$ cat config.mk
export PLATFORM = sky130hd
export DESIGN_NAME = fragmentation_ratio_monitor_unit
export DESIGN_NICKNAME = d
export VERILOG_FILES = /design/src/hdl/frm_pkg.sv /design/src/hdl/frm_divider.sv /design/src/hdl/frm_core.sv /design/src/hdl/fragmentation_ratio_monitor_unit.sv
export SDC_FILE = /design/constraint.sdc
export NUM_CORES = 2
export LEC_CHECK = 0
export ABC_AREA = 1
export BUFFER_PORTS_ARGS = -buffer_cell sky130_fd_sc_hd__buf_2
export CORE_ASPECT_RATIO = 1.2
export CORE_MARGIN = 3
export CORE_UTILIZATION = 40
export DETAILED_ROUTE_END_ITERATION = 12
export GPL_ROUTABILITY_DRIVEN = 0
export GPL_TIMING_DRIVEN = 0
export MAX_ROUTING_LAYER = met4
export PLACE_DENSITY_LB_ADDON = 0.12
export SLEW_MARGIN = 25
export SYNTH_ARGS = -nofsm -noshare
export SYNTH_HDL_FRONTEND = slang
export SYNTH_HIERARCHICAL = 1
export SYNTH_SLANG_ARGS = --single-unit
$ cat constraint.sdc
create_clock -name clk -period 11.15 [get_ports clk]
set_input_delay 0.5575 -clock clk [delete_from_list [all_inputs] [get_ports clk]]
set_output_delay 0.5575 -clock clk [all_outputs]
set_load 0.02 [all_outputs]
$ cat src/hdl/frm_pkg.sv
// ============================================================================
// Fragmentation ratio monitor package
// Shared widths, codes, reset values and the structs that pass between the
// monitor's modules.
// ============================================================================
`timescale 1ns / 1ps

package frm_pkg;

    // Field widths.
    localparam int RATIO_W        = 17;
    localparam int TIME_W         = 32;
    localparam int TREND_W        = 24;
    localparam int TOTAL_W        = 32;
    localparam int ALARM_W        = 2;
    localparam int SAMPLE_COUNT_W = 6;

    // Configuration port.
    localparam int CFG_INDEX_W = 2;
    localparam int CFG_DATA_W  = 32;

    localparam logic [CFG_INDEX_W-1:0] CFG_WARN_LEVEL       = 2'd0;
    localparam logic [CFG_INDEX_W-1:0] CFG_CRITICAL_LEVEL   = 2'd1;
    localparam logic [CFG_INDEX_W-1:0] CFG_INTERVAL_SECONDS = 2'd2;
    localparam logic [CFG_INDEX_W-1:0] CFG_MONITOR_ON       = 2'd3;

    localparam logic [RATIO_W-1:0] WARN_LEVEL_RESET     = 17'd19661;
    localparam logic [RATIO_W-1:0] CRITICAL_LEVEL_RESET = 17'd32768;
    localparam logic [TIME_W-1:0]  INTERVAL_RESET       = 32'd60;
    localparam logic               MONITOR_ON_RESET     = 1'b1;

    // Request commands.
    localparam logic CMD_CHECK = 1'b0;
    localparam logic CMD_CLEAR = 1'b1;

    // Alarm codes.
    localparam logic [ALARM_W-1:0] ALARM_NONE     = 2'd0;
    localparam logic [ALARM_W-1:0] ALARM_WARNING  = 2'd1;
    localparam logic [ALARM_W-1:0] ALARM_CRITICAL = 2'd2;

    // Trend arithmetic. The scaled difference |delta| * 3600 stays below 2^28 only while |delta| is below 74566.
    localparam logic [TIME_W-1:0] TREND_MIN_SECONDS = 32'd36;
    localparam int                SECONDS_PER_HOUR  = 3600;
    localparam int                PRODUCT_W         = 28;

    typedef struct packed {
        logic [RATIO_W-1:0] warn_level;
        logic [RATIO_W-1:0] critical_level;
        logic [TIME_W-1:0]  interval_seconds;
        logic               monitor_on;
    } cfg_t;

    typedef struct packed {
        logic                       sampled;
        logic [ALARM_W-1:0]         alarm_level;
        logic [RATIO_W-1:0]         min_seen;
        logic [RATIO_W-1:0]         max_seen;
        logic [RATIO_W-1:0]         window_average;
        logic signed [TREND_W-1:0]  trend_hourly;
        logic [TOTAL_W-1:0]         warn_total;
        logic [TOTAL_W-1:0]         critical_total;
        logic [SAMPLE_COUNT_W-1:0]  sample_count;
        logic                       healthy;
    } result_t;

endpackage

$ cat src/hdl/frm_divider.sv
// ============================================================================
// Fragmentation ratio monitor divider
// Restoring unsigned divider that retires one quotient bit per cycle.
// ============================================================================
`timescale 1ns / 1ps

module frm_divider #(
    parameter int DIVIDEND_W = 28,
    parameter int DIVISOR_W  = 32
) (
    input  logic                  clk,
    input  logic                  rst_n,
    input  logic                  start,
    input  logic [DIVIDEND_W-1:0] dividend,
    input  logic [DIVISOR_W-1:0]  divisor,
    output logic                  busy,
    output logic [DIVIDEND_W-1:0] quotient
);

    localparam int CNT_W = $clog2(DIVIDEND_W + 1);

    logic                  busy_reg, busy_next;
    logic [CNT_W-1:0]      cnt_reg, cnt_next;
    logic [DIVIDEND_W-1:0] quo_reg, quo_next;
    logic [DIVISOR_W-1:0]  rem_reg, rem_next;
    logic [DIVISOR_W-1:0]  dsr_reg, dsr_next;
    logic [DIVISOR_W:0]    trial;
    logic [DIVISOR_W:0]    diff;
    logic                  fits;

    assign trial = {rem_reg, quo_reg[DIVIDEND_W-1]};
    assign diff  = trial - {1'b0, dsr_reg};
    assign fits  = (trial >= {1'b0, dsr_reg});

    always_comb
    begin
        busy_next = busy_reg;
        cnt_next  = cnt_reg;
        quo_next  = quo_reg;
        rem_next  = rem_reg;
        dsr_next  = dsr_reg;
        if (start)
        begin
            busy_next = 1'b1;
            cnt_next  = CNT_W'(DIVIDEND_W);
            quo_next  = dividend;
            rem_next  = '0;
            dsr_next  = divisor;
        end
        else if (busy_reg)
        begin
            // The remainder stays below the divisor, so it fits its width.
            rem_next = fits ? diff[DIVISOR_W-1:0] : trial[DIVISOR_W-1:0];
            quo_next = {quo_reg[DIVIDEND_W-2:0], fits};
            cnt_next = cnt_reg - CNT_W'(1);
            if (cnt_reg == CNT_W'(1))
            begin
                busy_next = 1'b0;
            end
        end
    end

    always_ff @(posedge clk or negedge rst_n)
    begin
        if (!rst_n)
        begin
            busy_reg <= 1'b0;
            cnt_reg  <= '0;
        end
        else
        begin
            busy_reg <= busy_next;
            cnt_reg  <= cnt_next;
        end
    end

    always_ff @(posedge clk)
    begin
        quo_reg <= quo_next;
        rem_reg <= rem_next;
        dsr_reg <= dsr_next;
    end

    assign busy     = busy_reg;
    assign quotient = quo_reg;

endmodule

$ cat src/hdl/frm_core.sv
// ============================================================================
// Fragmentation ratio monitor core
// History memory, running statistics and the sequencer that reads, updates
// and writes back one request at a time.
// ============================================================================
`timescale 1ns / 1ps

module frm_core #(
    parameter int HISTORY_DEPTH = 32
) (
    input  logic                         clk,
    input  logic                         rst_n,
    input  frm_pkg::cfg_t                cfg,
    input  logic                         in_valid,
    output logic                         busy,
    input  logic                         command,
    input  logic [frm_pkg::TIME_W-1:0]   now_seconds,
    input  logic [frm_pkg::RATIO_W-1:0]  sample_ratio,
    output logic                         res_valid,
    input  logic                         res_take,
    output frm_pkg::result_t             result
);

    localparam int IDX_W   = (HISTORY_DEPTH > 1) ? $clog2(HISTORY_DEPTH) : 1;
    localparam int CNT_W   = $clog2(HISTORY_DEPTH + 1);
    localparam int SUM_W   = frm_pkg::RATIO_W + $clog2(HISTORY_DEPTH);
    localparam int ENTRY_W = frm_pkg::TIME_W + frm_pkg::RATIO_W;

    typedef enum logic [2:0] {
        S_IDLE,
        S_RD_OLD,
        S_RD_OLDEST,
        S_MUL,
        S_TSTART,
        S_WAIT,
        S_DONE
    } state_t;

    state_t state_reg, state_next;

    logic [frm_pkg::TIME_W-1:0]          now_reg, now_next;
    logic [frm_pkg::RATIO_W-1:0]         ratio_reg, ratio_next;
    logic [IDX_W-1:0]                    slot_reg, slot_next;
    logic [CNT_W-1:0]                    held_reg, held_next;
    logic [SUM_W-1:0]                    sum_reg, sum_next;
    logic [frm_pkg::RATIO_W-1:0]         low_reg, low_next;
    logic [frm_pkg::RATIO_W-1:0]         high_reg, high_next;
    logic [frm_pkg::RATIO_W-1:0]         mean_reg, mean_next;
    logic signed [frm_pkg::TREND_W-1:0]  trend_reg, trend_next;
    logic [frm_pkg::TOTAL_W-1:0]         warn_cnt_reg, warn_cnt_next;
    logic [frm_pkg::TOTAL_W-1:0]         crit_cnt_reg, crit_cnt_next;
    logic [frm_pkg::TIME_W-1:0]          last_reg, last_next;
    logic                                checked_reg, checked_next;
    logic [frm_pkg::RATIO_W-1:0]         newest_reg, newest_next;
    logic                                sampled_reg, sampled_next;
    logic [frm_pkg::ALARM_W-1:0]         level_reg, level_next;
    logic [frm_pkg::RATIO_W-1:0]         dmag_reg, dmag_next;
    logic                                neg_reg, neg_next;
    logic [frm_pkg::TIME_W-1:0]          dt_reg, dt_next;
    logic                                tgo_reg, tgo_next;
    logic [frm_pkg::PRODUCT_W-1:0]       prod_reg, prod_next;

    // History memory: time in the upper bits, ratio in the lower bits.
    logic [ENTRY_W-1:0] mem [HISTORY_DEPTH];
    logic               rd_en;
    logic [IDX_W-1:0]   rd_addr;
    logic [ENTRY_W-1:0] rd_data_reg;
    logic               wr_en;
    logic [IDX_W-1:0]   wr_addr;
    logic [ENTRY_W-1:0] wr_data;

    // Dividers.
    logic                           mean_start, mean_busy;
    logic [SUM_W-1:0]               mean_quo;
    logic                           trend_start, trend_busy;
    logic [frm_pkg::PRODUCT_W-1:0]  trend_quo;

    // Helper terms.
    logic                           full;
    logic [CNT_W-1:0]               held_new;
    logic [IDX_W-1:0]               slot_inc;
    logic [frm_pkg::RATIO_W-1:0]    old_ratio;
    logic [frm_pkg::TIME_W-1:0]     oldest_time;
    logic [frm_pkg::TIME_W-1:0]     elapsed;
    logic                           due;
    logic [frm_pkg::TREND_W-1:0]    trend_mag;

    assign full      = (held_reg == CNT_W'(HISTORY_DEPTH));
    assign held_new  = full ? held_reg : held_reg + CNT_W'(1);
    assign slot_inc  = (slot_reg == IDX_W'(HISTORY_DEPTH - 1)) ? '0 : slot_reg + IDX_W'(1);
    assign old_ratio = rd_data_reg[frm_pkg::RATIO_W-1:0];
    assign oldest_time = rd_data_reg[ENTRY_W-1:frm_pkg::RATIO_W];
    assign elapsed   = now_reg - oldest_time;
    assign due       = !checked_reg || (now_seconds < last_reg) ||
                       ((now_seconds - last_reg) >= cfg.interval_seconds);
    assign trend_mag = frm_pkg::TREND_W'(trend_quo);

    always_comb
    begin
        state_next    = state_reg;
        now_next      = now_reg;
        ratio_next    = ratio_reg;
        slot_next     = slot_reg;
        held_next     = held_reg;
        sum_next      = sum_reg;
        low_next      = low_reg;
        high_next     = high_reg;
        mean_next     = mean_reg;
        trend_next    = trend_reg;
        warn_cnt_next = warn_cnt_reg;
        crit_cnt_next = crit_cnt_reg;
        last_next     = last_reg;
        checked_next  = checked_reg;
        newest_next   = newest_reg;
        sampled_next  = sampled_reg;
        level_next    = level_reg;
        dmag_next     = dmag_reg;
        neg_next      = neg_reg;
        dt_next       = dt_reg;
        tgo_next      = tgo_reg;
        prod_next     = prod_reg;
        rd_en         = 1'b0;
        rd_addr       = slot_reg;
        wr_en         = 1'b0;
        wr_addr       = slot_reg;
        wr_data       = {now_reg, ratio_reg};
        mean_start    = 1'b0;
        trend_start   = 1'b0;

        case (state_reg)
            S_IDLE:
            begin
                if (in_valid)
                begin
                    now_next     = now_seconds;
                    ratio_next   = sample_ratio;
                    sampled_next = 1'b0;
                    level_next   = frm_pkg::ALARM_NONE;
                    state_next   = S_DONE;
                    if (command == frm_pkg::CMD_CLEAR)
                    begin
                        slot_next     = '0;
                        held_next     = '0;
                        sum_next      = '0;
                        low_next      = '0;
                        high_next     = '0;
                        mean_next     = '0;
                        trend_next    = '0;
                        warn_cnt_next = '0;
                        crit_cnt_next = '0;
                    end
                    else if (cfg.monitor_on && due)
                    begin
                        // Fetch the entry about to be overwritten.
                        rd_en        = 1'b1;
                        rd_addr      = slot_reg;
                        sampled_next = 1'b1;
                        state_next   = S_RD_OLD;
                    end
                end
            end

            S_RD_OLD:
            begin
                sum_next = (full ? sum_reg - SUM_W'(old_ratio) : sum_reg) + SUM_W'(ratio_reg);
                wr_en     = 1'b1;
                wr_addr   = slot_reg;
                slot_next = slot_inc;
                held_next = held_new;
                if ((held_reg == '0) || (ratio_reg < low_reg))
                begin
                    low_next = ratio_reg;
                end
                if ((held_reg == '0) || (ratio_reg > high_reg))
                begin
                    high_next = ratio_reg;
                end
                if (ratio_reg >= cfg.critical_level)
                begin
                    level_next = frm_pkg::ALARM_CRITICAL;
                    if (crit_cnt_reg != {frm_pkg::TOTAL_W{1'b1}})
                    begin
                        crit_cnt_next = crit_cnt_reg + frm_pkg::TOTAL_W'(1);
                    end
                end
                else if (ratio_reg >= cfg.warn_level)
                begin
                    level_next = frm_pkg::ALARM_WARNING;
                    if (warn_cnt_reg != {frm_pkg::TOTAL_W{1'b1}})
                    begin
                        warn_cnt_next = warn_cnt_reg + frm_pkg::TOTAL_W'(1);
                    end
                end
                last_next    = now_reg;
                checked_next = 1'b1;
                newest_next  = ratio_reg;
                // The oldest entry sits at slot zero until the ring wraps,
                // and right after the write slot once it has.
                rd_en   = 1'b1;
                rd_addr = (held_new == CNT_W'(HISTORY_DEPTH)) ? slot_inc : '0;
                state_next = S_RD_OLDEST;
            end

            S_RD_OLDEST:
            begin
                mean_start = 1'b1;
                tgo_next   = 1'b0;
                if (held_reg >= CNT_W'(2))
                begin
                    if (now_reg < oldest_time)
                    begin
                        trend_next = '0;
                    end
                    else if (elapsed > frm_pkg::TREND_MIN_SECONDS)
                    begin
                        tgo_next  = 1'b1;
                        dt_next   = elapsed;
                        neg_next  = (ratio_reg < old_ratio);
                        dmag_next = (ratio_reg < old_ratio) ? old_ratio - ratio_reg
                                                            : ratio_reg - old_ratio;
                    end
                end
                state_next = S_MUL;
            end

            S_MUL:
            begin
                prod_next = frm_pkg::PRODUCT_W'(dmag_reg) *
                            frm_pkg::PRODUCT_W'(frm_pkg::SECONDS_PER_HOUR);
                state_next = S_TSTART;
            end

            S_TSTART:
            begin
                trend_start = tgo_reg;
                state_next  = S_WAIT;
            end

            S_WAIT:
            begin
                if (!mean_busy && !trend_busy)
                begin
                    mean_next = frm_pkg::RATIO_W'(mean_quo);
                    if (tgo_reg)
                    begin
                        // Elapsed time above 36 s keeps the quotient within
                        // the trend limit, so no clamp is needed.
                        trend_next = neg_reg ? -$signed(trend_mag) : $signed(trend_mag);
                    end
                    state_next = S_DONE;
                end
            end

            S_DONE:
            begin
                if (res_take)
                begin
                    state_next = S_IDLE;
                end
            end

            default:
            begin
                state_next = S_IDLE;
            end
        endcase
    end

    always_ff @(posedge clk or negedge rst_n)
    begin
        if (!rst_n)
        begin
            state_reg    <= S_IDLE;
            slot_reg     <= '0;
            held_reg     <= '0;
            sum_reg      <= '0;
            low_reg      <= '0;
            high_reg     <= '0;
            mean_reg     <= '0;
            trend_reg    <= '0;
            warn_cnt_reg <= '0;
            crit_cnt_reg <= '0;
            last_reg     <= '0;
            checked_reg  <= 1'b0;
            newest_reg   <= '0;
            sampled_reg  <= 1'b0;
            level_reg    <= frm_pkg::ALARM_NONE;
            tgo_reg      <= 1'b0;
        end
        else
        begin
            state_reg    <= state_next;
            slot_reg     <= slot_next;
            held_reg     <= held_next;
            sum_reg      <= sum_next;
            low_reg      <= low_next;
            high_reg     <= high_next;
            mean_reg     <= mean_next;
            trend_reg    <= trend_next;
            warn_cnt_reg <= warn_cnt_next;
            crit_cnt_reg <= crit_cnt_next;
            last_reg     <= last_next;
            checked_reg  <= checked_next;
            newest_reg   <= newest_next;
            sampled_reg  <= sampled_next;
            level_reg    <= level_next;
            tgo_reg      <= tgo_next;
        end
    end

    always_ff @(posedge clk)
    begin
        now_reg   <= now_next;
        ratio_reg <= ratio_next;
        dmag_reg  <= dmag_next;
        neg_reg   <= neg_next;
        dt_reg    <= dt_next;
        prod_reg  <= prod_next;
    end

    always_ff @(posedge clk)
    begin
        if (wr_en)
        begin
            mem[wr_addr] <= wr_data;
        end
        if (rd_en)
        begin
            rd_data_reg <= mem[rd_addr];
        end
    end

    frm_divider #(
        .DIVIDEND_W (SUM_W),
        .DIVISOR_W  (CNT_W)
    ) u_mean_div (
        .clk      (clk),
        .rst_n    (rst_n),
        .start    (mean_start),
        .dividend (sum_reg),
        .divisor  (held_reg),
        .busy     (mean_busy),
        .quotient (mean_quo)
    );

    frm_divider #(
        .DIVIDEND_W (frm_pkg::PRODUCT_W),
        .DIVISOR_W  (frm_pkg::TIME_W)
    ) u_trend_div (
        .clk      (clk),
        .rst_n    (rst_n),
        .start    (trend_start),
        .dividend (prod_reg),
        .divisor  (dt_reg),
        .busy     (trend_busy),
        .quotient (trend_quo)
    );

    assign busy      = (state_reg != S_IDLE);
    assign res_valid = (state_reg == S_DONE);

    always_comb
    begin
        result.sampled        = sampled_reg;
        result.alarm_level    = level_reg;
        result.min_seen       = low_reg;
        result.max_seen       = high_reg;
        result.window_average = mean_reg;
        result.trend_hourly   = trend_reg;
        result.warn_total     = warn_cnt_reg;
        result.critical_total = crit_cnt_reg;
        result.sample_count   = frm_pkg::SAMPLE_COUNT_W'(held_reg);
        result.healthy        = (held_reg == '0) || (newest_reg < cfg.warn_level);
    end

endmodule

$ cat src/hdl/fragmentation_ratio_monitor_unit.sv
// ============================================================================
// Fragmentation ratio monitor
// Records timestamped fragmentation-ratio samples into a ring history and
// reports extremes, windowed average, hourly trend and alarm counts.
// ============================================================================
// Requests arrive on in_valid/in_stall with command, now_seconds and
// sample_ratio and are taken at an edge with in_valid high and in_stall low.
// Every request yields one result on out_valid/out_stall. A clear or a skipped
// check (monitor off or too early) goes straight to the done state and
// is then loaded into the output register. A recorded check needs two memory
// reads, a write-back, a multiply stage and a bit-serial divide for the
// average; when the trend is updated, a second bit-serial divide for the
// trend starts after the average divide, and the result waits for both.
// in_stall stays high while a request is in work, until its result is loaded
// into the output register. A finished result waits in an
// output register; when the receiver stalls with it full, the core holds its
// result and in_stall stays high. Configuration writes (cfg_write, cfg_index,
// cfg_data) take effect at once and belong only in idle periods. Reset
// restores the default registers, clears all statistics and forgets the last
// check time; the history memory is not cleared.
// ============================================================================
`timescale 1ns / 1ps

module fragmentation_ratio_monitor_unit #(
    parameter int HISTORY_DEPTH = 32
) (
    input  logic                                clk,
    input  logic                                rst_n,

    input  logic                                cfg_write,
    input  logic [frm_pkg::CFG_INDEX_W-1:0]     cfg_index,
    input  logic [frm_pkg::CFG_DATA_W-1:0]      cfg_data,

    input  logic                                in_valid,
    output logic                                in_stall,
    input  logic                                command,
    input  logic [frm_pkg::TIME_W-1:0]          now_seconds,
    input  logic [frm_pkg::RATIO_W-1:0]         sample_ratio,

    output logic                                out_valid,
    input  logic                                out_stall,
    output logic                                sampled,
    output logic [frm_pkg::ALARM_W-1:0]         alarm_level,
    output logic [frm_pkg::RATIO_W-1:0]         min_seen,
    output logic [frm_pkg::RATIO_W-1:0]         max_seen,
    output logic [frm_pkg::RATIO_W-1:0]         window_average,
    output logic signed [frm_pkg::TREND_W-1:0]  trend_hourly,
    output logic [frm_pkg::TOTAL_W-1:0]         warn_total,
    output logic [frm_pkg::TOTAL_W-1:0]         critical_total,
    output logic [frm_pkg::SAMPLE_COUNT_W-1:0]  sample_count,
    output logic                                healthy
);

    frm_pkg::cfg_t    cfg_reg, cfg_next;
    frm_pkg::result_t res_reg, res_next;
    frm_pkg::result_t core_result;
    logic             out_valid_reg, out_valid_next;
    logic             core_busy;
    logic             core_valid;
    logic             load;

    // Configuration registers.
    always_comb
    begin
        cfg_next = cfg_reg;
        if (cfg_write)
        begin
            case (cfg_index)
                frm_pkg::CFG_WARN_LEVEL:
                begin
                    cfg_next.warn_level = cfg_data[frm_pkg::RATIO_W-1:0];
                end
                frm_pkg::CFG_CRITICAL_LEVEL:
                begin
                    cfg_next.critical_level = cfg_data[frm_pkg::RATIO_W-1:0];
                end
                frm_pkg::CFG_INTERVAL_SECONDS:
                begin
                    cfg_next.interval_seconds = cfg_data[frm_pkg::TIME_W-1:0];
                end
                frm_pkg::CFG_MONITOR_ON:
                begin
                    cfg_next.monitor_on = cfg_data[0];
                end
                default:
                begin
                    cfg_next = cfg_reg;
                end
            endcase
        end
    end

    always_ff @(posedge clk or negedge rst_n)
    begin
        if (!rst_n)
        begin
            cfg_reg.warn_level       <= frm_pkg::WARN_LEVEL_RESET;
            cfg_reg.critical_level   <= frm_pkg::CRITICAL_LEVEL_RESET;
            cfg_reg.interval_seconds <= frm_pkg::INTERVAL_RESET;
            cfg_reg.monitor_on       <= frm_pkg::MONITOR_ON_RESET;
        end
        else
        begin
            cfg_reg <= cfg_next;
        end
    end

    frm_core #(
        .HISTORY_DEPTH (HISTORY_DEPTH)
    ) u_core (
        .clk          (clk),
        .rst_n        (rst_n),
        .cfg          (cfg_reg),
        .in_valid     (in_valid),
        .busy         (core_busy),
        .command      (command),
        .now_seconds  (now_seconds),
        .sample_ratio (sample_ratio),
        .res_valid    (core_valid),
        .res_take     (load),
        .result       (core_result)
    );

    // Output register: loads when empty or when its content leaves this cycle.
    assign load = core_valid && (!out_valid_reg || !out_stall);

    always_comb
    begin
        res_next       = res_reg;
        out_valid_next = out_valid_reg;
        if (load)
        begin
            res_next       = core_result;
            out_valid_next = 1'b1;
        end
        else if (!out_stall)
        begin
            out_valid_next = 1'b0;
        end
    end

    always_ff @(posedge clk or negedge rst_n)
    begin
        if (!rst_n)
        begin
            out_valid_reg <= 1'b0;
        end
        else
        begin
            out_valid_reg <= out_valid_next;
        end
    end

    always_ff @(posedge clk)
    begin
        res_reg <= res_next;
    end

    assign in_stall       = core_busy;
    assign out_valid      = out_valid_reg;
    assign sampled        = res_reg.sampled;
    assign alarm_level    = res_reg.alarm_level;
    assign min_seen       = res_reg.min_seen;
    assign max_seen       = res_reg.max_seen;
    assign window_average = res_reg.window_average;
    assign trend_hourly   = res_reg.trend_hourly;
    assign warn_total     = res_reg.warn_total;
    assign critical_total = res_reg.critical_total;
    assign sample_count   = res_reg.sample_count;
    assign healthy        = res_reg.healthy;

endmodule
==> results.md <==
- The post-synthesis cell type with the largest combined area is sky130_fd_sc_hd__edfxtp_1.
- The pin count of the biggest net entering global routing is 84.
- After detailed routing, the average wire length per cell comes to 23.76 um.
- STA classifies the critical path startpoint as a flop.
- The final route contains 87260 vias.
- Measured along the x axis, the die boundary spans 493.2 um.
- The worst pin sits at a relative slew slack of 27.45%.
- Setup repair after global routing left no endpoint under its margin.
- The register with the most flip-flops in the layout has 1568 of them.
- Among the stages of the critical path, the cell type that occurs most often is sky130_fd_sc_hd__nand2_1.
- For this design the static power due to leakage is 55.93 nW.
- Buffers placed on the I/O ports in this run total 237.
- In the finished design, the share of the clock period the worst path needs comes to 55.73%.
- For this run the aggregate overflow at the end of global routing stands at 0.
- The buffer cell driving the clock tree root is sky130_fd_sc_hd__clkbuf_16.
- The global-route wire length before repair is 565600 um.
- The total count of max-transition violations in the final report is 0.
- The via count of the first global-routing pass is 83660.
- By startpoint and endpoint, the worst setup path is classified as flop to flop.
- In this run the worst path has a maximum fanout of 32.
- The number of clock sinks is 2324.
- In the routed layout, each cell is associated on average with a via count of 5.316.
- The core region is 0.2833 mm^2.
- For this run, the total global-route usage over all layers was measured as 26.99%.
- The Yosys step of the flow raised 6 warnings.
- The H-tree was split into 4 levels.
- The delay of the slowest cell on the worst path is 0.58 ns.
- The flop and latch count out of synthesis is 2324.
- The critical path arrival is 6.79 ns.
- The maximum clock rate is 160.9 MHz.
- Including well taps, the total number of placed cells is 15870.
- The max-cap check violation count is 0.
- The layout-stage area growth over the synthesis result is 16.96%.
- The number of detailed-routing iterations run before antenna repair is 6.
- The area of the die is 0.2913 mm^2.
- The run finished with clean final reports.
- The synthesized netlist occupies a cell area of 0.1139 mm^2.
- Measured along the y axis, the die boundary spans 590.6 um.
- Counting instances in the post-synthesis netlist gives the leading cell types as sky130_fd_sc_hd__nand2_1, sky130_fd_sc_hd__edfxtp_1, sky130_fd_sc_hd__nand3_1, sky130_fd_sc_hd__inv_1, sky130_fd_sc_hd__nand3b_1.
- The most frequently used flop master after synthesis is sky130_fd_sc_hd__edfxtp_1.
- The wire-length estimate of the detail-placed layout is 294300 um.
- Averaged over all synthesized cells, the footprint is 9.801 um^2.
- After synthesis, the cell types taking the most area are sky130_fd_sc_hd__edfxtp_1, sky130_fd_sc_hd__nand2_1, sky130_fd_sc_hd__nand3_1.
- In this run, the number of DRC markers left after iteration 0 of detailed routing was 9127.
- For this run, the share of the core covered by cells in the final layout is 47.04%.
- The worst hold path belongs to the class primary input to flop.
- The clock tree from TritonCTS is done.
- The clock arrives with 0.09390 ns of skew.
- In this run, distinct cell masters in the synthesized netlist total 64.
- The number of I/O pins is 240.
- The post-route standard cell area excluding fillers is 0.1332 mm^2.
- The area of placed instances is 0.1245 mm^2.
- For this run, the number of standard cells in the final layout without fillers is 16410.
- The number of flops mapped to enable cells by yosys is 1977.
- The sequential cell area fraction in the yosys report is 59.58%.
- The count of mapped cells out of synthesis is 11620.
- The final-stage net count is 12910.
- The number of antenna violations at the first check in global routing is 19.
- In this run the post-CTS setup repair buffer count came out at 0.
- The number of hold violations in the final report is 0.
- Counting cells, the worst reg-to-reg path comes to 25.
- The slowest stage of the critical path belongs to the cell sky130_fd_sc_hd__nor2_1.
- STA puts the critical path data required time at 11.73 ns.
- The instance count along the most critical hold path is 4.
- Of the cells placed in the final design, the portion with a size suffix greater than 1 is 10.08%.
- Total power for the finished layout comes to 30.42 mW.
- Across the VDD grid, the largest voltage drop is 162.4 uV.
- The number of clock buffers added by TritonCTS is 246.
- The worst-case clock buffer depth is 4.
- The quantity of hold-fixing buffers added after cts is 91.
- The total DRC errors in the routed layout is 0.
- The clock-pin transition on the worst setup and hold timing paths is 0.06 ns.
- The fraction of post-synthesis cell area in the top cell type by area is 52.11%.
- The clock period could shrink to 6.214 ns.
- At the pin with the least slew margin, the transition time is 1.084 ns.
- The power density normalized to cell area is 228.3 mW/mm^2.
- The library cell with the highest instance count after synthesis is sky130_fd_sc_hd__nand2_1.
- The element type at the critical path end is a flop.
- For this block, the routed nets add up to 389900 um of wire.
- The final setup violation count is 0.
- The cell row count is 214.
- Counting flops with an async set or reset pin after synthesis yields a share of 13.30%.
- In this run the remaining antenna-violating nets after routing total 0.
- The post-cts sizing count is 0.
- Once the floorplan was initialized, standard cells occupied 40.21% of the core.
- The clock insertion delay at the later pin of the skew report is 0.95 ns.
- Hold is met by 0.07229 ns.
## area by class of cell
class / count / area (um^2)
fill: 26530 / 150000
antenna: 9 / 22.52
timing repair buffer: 549 / 6462
clock inverter: 137 / 1161
multi-input combinational: 7278 / 37820
clock buffer: 312 / 6634
sequential: 2324 / 67880
tap: 3780 / 4730
inverter: 1496 / 5618
buffer: 529 / 2923
## layer usage
metal | vias to the layer above | GRT usage (%) | part of all wire [%]
met5 | - | - | 0
met4 | 0 | 9.957 | 4.3
met3 | 700 | 3.689 | 7.0
met2 | 3393 | 43.55 | 47
met1 | 42490 | 34.76 | 41
li1 | 40680 | - | -
## kinds of logic (layout without fill, tap and decap cells)
group,after synthesis,after routing,share of synthesized area (%)
multiplexers,3,3,0.02636
AND/OR/NAND/NOR,6053,6053,23.90
other,1,13,0.003292
adder cells (fa/ha/maj),394,394,4.551
XOR/XNOR,139,139,1.069
AO/OA/AOI/OAI,685,685,3.389
buffers and inverters,2025,3023,7.478
flip-flops,2324,2324,59.58
## stage by stage
step,TNS (ns),setup WS [ns]
2_1_floorplan,0,2.075
3_3_place_gp,-42.75,-1.154
3_5_place_dp,0,5.034
4_1_cts,0,5.127
5_1_grt,0,4.651
6_report,0,4.936
## report_power, final
part | internal [mW] | switching (mW) | total [mW] | leakage [nW]
registers | 10.7 | 0.578 | 11.3 | 22.3
logic | 3.47 | 7.60 | 11.1 | 29.8
clock network | 4.60 | 3.49 | 8.08 | 3.80
## worst paths after layout
| check | to | slack [ns] | startpoint |
|---|---|---|---|
| setup reg to reg | u_core/rd_data_reg[44]$_DFFE_PP_ | 4.94 | u_core/last_reg[0]$_DFFE_PN0P_ |
| min in group asynchronous | u_core/crit_cnt_reg[4]$_DFFE_PN0P_ | 0.15 | rst_n |
| hold reg to reg | u_core/u_trend_div/dsr_reg[12]$_DFFE_PP_ | 0.42 | u_core/dt_reg[12]$_DFFE_PP_ |
| max in group asynchronous | cfg_reg[50]$_DFFE_PN1P_ | 9.56 | rst_n |
| setup / recovery | u_core/rd_data_reg[44]$_DFFE_PP_ | 4.94 | u_core/last_reg[0]$_DFFE_PN0P_ |
| hold / removal | cfg_reg[38]$_DFFE_PN0P_ | 0.07 | cfg_index[0] |
## cell usage in the layout (no fill, tap or decap), types with 77 or more instances in the layout
cell,synthesis,layout
sky130_fd_sc_hd__ha_1,360,360
sky130_fd_sc_hd__a21oi_1,247,246
sky130_fd_sc_hd__dfrtp_1,295,295
sky130_fd_sc_hd__nand3b_1,377,377
sky130_fd_sc_hd__o21ai_0,270,270
sky130_fd_sc_hd__dlygate4sd3_1,0,91
sky130_fd_sc_hd__nand2_1,3204,3203
sky130_fd_sc_hd__xor2_1,77,77
sky130_fd_sc_hd__buf_8,0,113
sky130_fd_sc_hd__nor2_1,356,321
sky130_fd_sc_hd__clkbuf_16,0,254
sky130_fd_sc_hd__buf_2,181,420
sky130_fd_sc_hd__edfxtp_1,1977,1977
sky130_fd_sc_hd__inv_1,1474,1473
sky130_fd_sc_hd__clkbuf_1,180,220
sky130_fd_sc_hd__nand3_1,1791,1791
sky130_fd_sc_hd__nand4_1,121,121
## worst max-delay path, delay by kind of cell (launching register included)
kind            cells  cell delay, ns
fa+ha+maj           3            0.96
buf+inv             3            0.38
simple gates       13            2.49
compound gates      6            1.43
flops               1            0.52
Power figures use the tool's default switching activity.
